[src/rtl/tcw_pkg.sv]
package tcw_pkg;

	localparam int ROWS   = 25;
	localparam int COLS   = 80;
	localparam int NCELLS = ROWS * COLS;

	localparam int ROW_W  = $clog2(ROWS);
	localparam int COL_W  = $clog2(COLS);
	localparam int CELL_W = $clog2(NCELLS);

	// item field widths
	localparam int REQ_W  = 2;
	localparam int CHAR_W = 8;
	localparam int IDX_W  = 11;
	localparam int VAL_W  = 16;
	localparam int CROW_W = 5;
	localparam int CCOL_W = 7;
	localparam int ATTR_W = 8;

	localparam logic [CHAR_W-1:0] CH_NL    = 8'd10;
	localparam logic [CHAR_W-1:0] CH_TAB   = 8'd9;
	localparam logic [CHAR_W-1:0] CH_BS    = 8'd8;
	localparam logic [CHAR_W-1:0] CH_SPACE = 8'd32;

	localparam logic [ATTR_W-1:0] ATTR_RESET = 8'h07;

	typedef enum logic [REQ_W-1:0] {
		REQ_PUT   = 2'd0,
		REQ_CLEAR = 2'd1,
		REQ_READ  = 2'd2
	} req_t;

	typedef struct packed {
		logic accept;
		logic put_exec;
		logic sweep_start;
		logic sweep_copy;
		logic home;
		logic rd_issue;
		logic out_load;
	} tcw_cmd_t;

	typedef struct packed {
		logic sweep_busy;
		logic scroll_need;
		logic out_free;
	} tcw_stat_t;

endpackage

[src/rtl/tcw_ctrl.sv]
module tcw_ctrl (
	input  logic              clk,
	input  logic              arst_n,
	input  logic              in_valid,
	output logic              in_ready,
	input  tcw_pkg::req_t     req_type,
	input  tcw_pkg::tcw_stat_t stat,
	output tcw_pkg::tcw_cmd_t cmd
);
	import tcw_pkg::*;

	typedef enum logic [2:0] {
		ST_INIT,
		ST_IDLE,
		ST_PUT,
		ST_READ,
		ST_SWEEP,
		ST_FINISH
	} state_t;

	state_t state_q, state_d;

	always_ff @(posedge clk or negedge arst_n) begin
		if (!arst_n) begin
			state_q <= ST_INIT;
		end else begin
			state_q <= state_d;
		end
	end

	always_comb begin
		cmd      = '0;
		state_d  = state_q;
		in_ready = (state_q == ST_IDLE);
		case (state_q)
			ST_INIT: begin
				if (!stat.sweep_busy)
					state_d = ST_IDLE;
			end
			ST_IDLE: begin
				if (in_valid) begin
					cmd.accept = 1'b1;
					case (req_type)
						REQ_PUT:  state_d = ST_PUT;
						REQ_READ: state_d = ST_READ;
						REQ_CLEAR: begin
							cmd.sweep_start = 1'b1;
							cmd.home        = 1'b1;
							state_d         = ST_SWEEP;
						end
						default:  state_d = ST_FINISH;
					endcase
				end
			end
			ST_PUT: begin
				cmd.put_exec = 1'b1;
				if (stat.scroll_need) begin
					cmd.sweep_start = 1'b1;
					cmd.sweep_copy  = 1'b1;
					state_d         = ST_SWEEP;
				end else begin
					state_d = ST_FINISH;
				end
			end
			ST_READ: begin
				cmd.rd_issue = 1'b1;
				state_d      = ST_FINISH;
			end
			ST_SWEEP: begin
				if (!stat.sweep_busy)
					state_d = ST_FINISH;
			end
			ST_FINISH: begin
				if (stat.out_free) begin
					cmd.out_load = 1'b1;
					state_d      = ST_IDLE;
				end
			end
			default: state_d = ST_IDLE;
		endcase
	end

endmodule

[config.mk]
export PLATFORM = sky130hd
export DESIGN_NAME = tcw_ctrl
export DESIGN_NICKNAME = d
export VERILOG_FILES = /design/src/rtl/tcw_pkg.sv /design/src/rtl/tcw_ctrl.sv
export SDC_FILE = /design/constraint.sdc
export NUM_CORES = 1
export LEC_CHECK = 0
export ABC_AREA = 1
export ABC_CLOCK_PERIOD_IN_PS = 1870
export BUFFER_PORTS_ARGS = -buffer_cell sky130_fd_sc_hd__buf_4
export CAP_MARGIN = 30
export CORE_AREA = 2 2 39 41
export DETAILED_ROUTE_END_ITERATION = 10
export DIE_AREA = 0 0 41 43
export MAX_ROUTING_LAYER = met4
export PLACE_DENSITY = 0.57
export SLEW_MARGIN = 20
export SYNTH_ARGS = -nofsm -noshare
export SYNTH_HDL_FRONTEND = slang
export SYNTH_SLANG_ARGS = --single-unit
[constraint.sdc]
create_clock -name clk -period 1.87 [get_ports clk]
set_input_delay 0.2805 -clock clk [delete_from_list [all_inputs] [get_ports clk]]
set_output_delay 0.2805 -clock clk [all_outputs]
set_load 0.005 [all_outputs]
==> impl_metrics.py <==
metrics = {
    "timing": {
        "max_freq_mhz": 657,
        "post-route-period-util_pct": 81.3,
        "skew_ns": 0.00407,
        "fin_tns_setup_ns": 0,
        "rsz0062_at_grt": "no",
        "drv_slew": 0,
        "finalSetupViolations": 0,
        "slew_headroom_pct": 84.0,
        "worstMarginPinSlew_ns": 0.238,
        "period_needed_ns": 1.52,
        "hold_viol_final": 0,
    },
    "synthesis": {
        "synth.top_cell.area_share_pct": 25.8,
        "ys_warn_count": 0,
        "synthFlopType": "dfrtp_1",
        "synth_top_area_cell": "dfrtp_1",
        "syn_avg_cell_area_um2": 6.48,
        "ys_seq_elements": 3,
        "synth_area_leaders": "dfrtp_1 (26%), inv_1 (10%), nand2_1 (10%)",
        "synth_edf_count": 0,
        "synthesis.nets": 53,
        "synthArstFlopShare_pct": 100,
        "ys_types": 18,
        "netlist_instances": 45,
        "synth_area_um2": 292,
        "synth-seq-area-share_pct": 25.8,
    },
    "floorplan": {
        "top_level_ports": 16,
        "die_w_um": 41,
        "dieArea_um2": 1760,
        "std_cell_rows": 14,
        "core_um2": 1380,
        "die_h_um": 43,
        "initial_utilization_pct": 21.1,
    },
    "critical_path": {
        "required_ns": 1.59,
        "critPathMaxFanout": 6,
        "rr_endpoint": "state_q[0]",
        "worstSetupEndpoint": "cmd[0]",
        "rrSetupSlack_ns": 0.81,
        "cp-end-kind": "primary output",
        "cp.arrival_ns": 1.24,
        "reg2reg_from": "state_q[1]",
        "critical_path_class": "reg2out",
        "start_kind": "flop",
        "ff2ff_path_depth": 7,
        "worstSetupStartpoint": "state_q[2]",
    },
    "clock_tree": {
        "cts_resized": 0,
        "clk_latency_ns": 0.23,
        "path_clk_slew_ns": 0.04,
        "cts_tree": "built",
        "cts_root_buf": "clkbuf_4",
        "htree_levels": 1,
        "cts_max_path_buffers": 2,
        "cts.sinks": 3,
        "cts_hold_buf": 1,
        "post-cts-setup-buffers": 0,
        "cts_made_buffers": 3,
    },
    "pwr": {
        "peakVddDrop_mv": 0.543,
        "total_power_mw": 0.632,
        "power-per-cell-area_nw_per_um2": 1370,
        "p_leak_nw": 0.265,
    },
    "global_routing": {
        "use_met1_pct": 10.0,
        "grt_max_degree": 8,
        "antenna_found_initial": 0,
        "met2_usage_pct": 13.1,
        "overflow": 0,
        "grt_first_pass_wirelength_um": 1040,
        "grt-busiest-layer": "met2",
        "globalRouteMet3Util_pct": 3.14,
        "track_usage_pct": 9.06,
        "first_global_vias": 302,
    },
    "drt": {
        "antenna_left": 0,
        "viasPerCell": 4.00,
        "drt_iter0_drc": 3,
        "wl_um": 672,
        "drc_errors": 0,
        "firstDrtPassIters": 2,
        "wl_per_cell_um": 8.30,
        "via_count": 324,
    },
    "min_path": {
        "min_delay_path_depth": 2,
        "hold_path_class": "in2reg",
    },
    "placed_design": {
        "portBuffers": 15,
        "hpwl_um": 556,
        "place_congestion": 0.769,
    },
    "flow_run": {
        "max_cap_violations": 0,
    },
    "final_layout": {
        "largest_reg_flops": 3,
        "final_cell_mix": "buf_4 (15), inv_1 (8), nand2_1 (8), nor2_1 (5), nand3_1 (4)",
        "top_register": "state_q",
        "final_common_cell": "buf_4",
        "drive_gt1_share_pct": 44.6,
        "utilization_pct": 33.3,
        "area_growth_pct": 57.9,
        "num-nets-final": 74,
        "diodes": 0,
        "reg_top3": "state_q x3",
    },
    "outcome": {
        "status": "finished, final reports clean",
    },
}
==> cells by family after synthesis <==
logic type             after synthesis  share of synthesized area [%]
DFF                                  3                           25.8
and+or+nand+nor                     28                           54.5
buffers and inverters               11                           14.2
AOI/OAI and AO/OA                    3                           5.58
==> per-stage QoR <==
stage	setup WS (ns)	cell area, um^2	hold slack (ns)	cells
2_1_floorplan	0.745	292	-0.0151	45
3_3_place_gp	0.606	424	0.0715	76
3_5_place_dp	0.605	424	0.0720	76
4_1_cts	0.343	460	0.208	81
5_1_grt	0.256	460	0.214	81
6_report	0.349	460	0.219	81
==> worst max-delay path, cell delays in order (launching register included) <==
cell and delay, ns:
dfrtp_1 0.46, inv_2 0.11, nor4_1 0.28, buf_4 0.16
==> cell usage after synthesis, types with 2 or more instances <==
| cell type | n |
|---|---|
| dfrtp_1 | 3 |
| inv_1 | 8 |
| inv_2 | 3 |
| nand2_1 | 8 |
| nand2_2 | 2 |
| nand3_1 | 4 |
| nor2_1 | 5 |
| nor2_4 | 2 |
==> layer usage <==
layer / vias up / share of wire [%] / wire length [um]
met5: - / 0 / 0
met4: 0 / 0 / 0
met3: 0 / 3.9 / 26
met2: 4 / 52 / 352
met1: 138 / 44 / 293
li1: 182 / - / -
==> worst min path at each step <==
stage                           start          to  slack (ns)
after floorplan                arst_n  state_q[0]       -0.02
after global placement         arst_n  state_q[1]        0.07
after CTS                 req_type[0]  state_q[1]        0.21
after global routing      req_type[0]  state_q[1]        0.21
after detailed placement       arst_n  state_q[0]        0.07
final                     req_type[0]  state_q[1]        0.22
==> final cells by class <==
type / count / area (um^2)
fillers: 160 / 923
clock buffers: 4 / 26.3
flip-flops and latches: 3 / 75.1
well taps: 16 / 20.0
repair buffers: 16 / 123
inverters: 11 / 41.3
multi-input cells: 31 / 175
==> power breakdown <==
group          switching (mW)  internal [mW]
clock network          0.0343         0.0800
logic                   0.222          0.160
registers              0.0407         0.0947
Power figures use the tool's default switching activity.
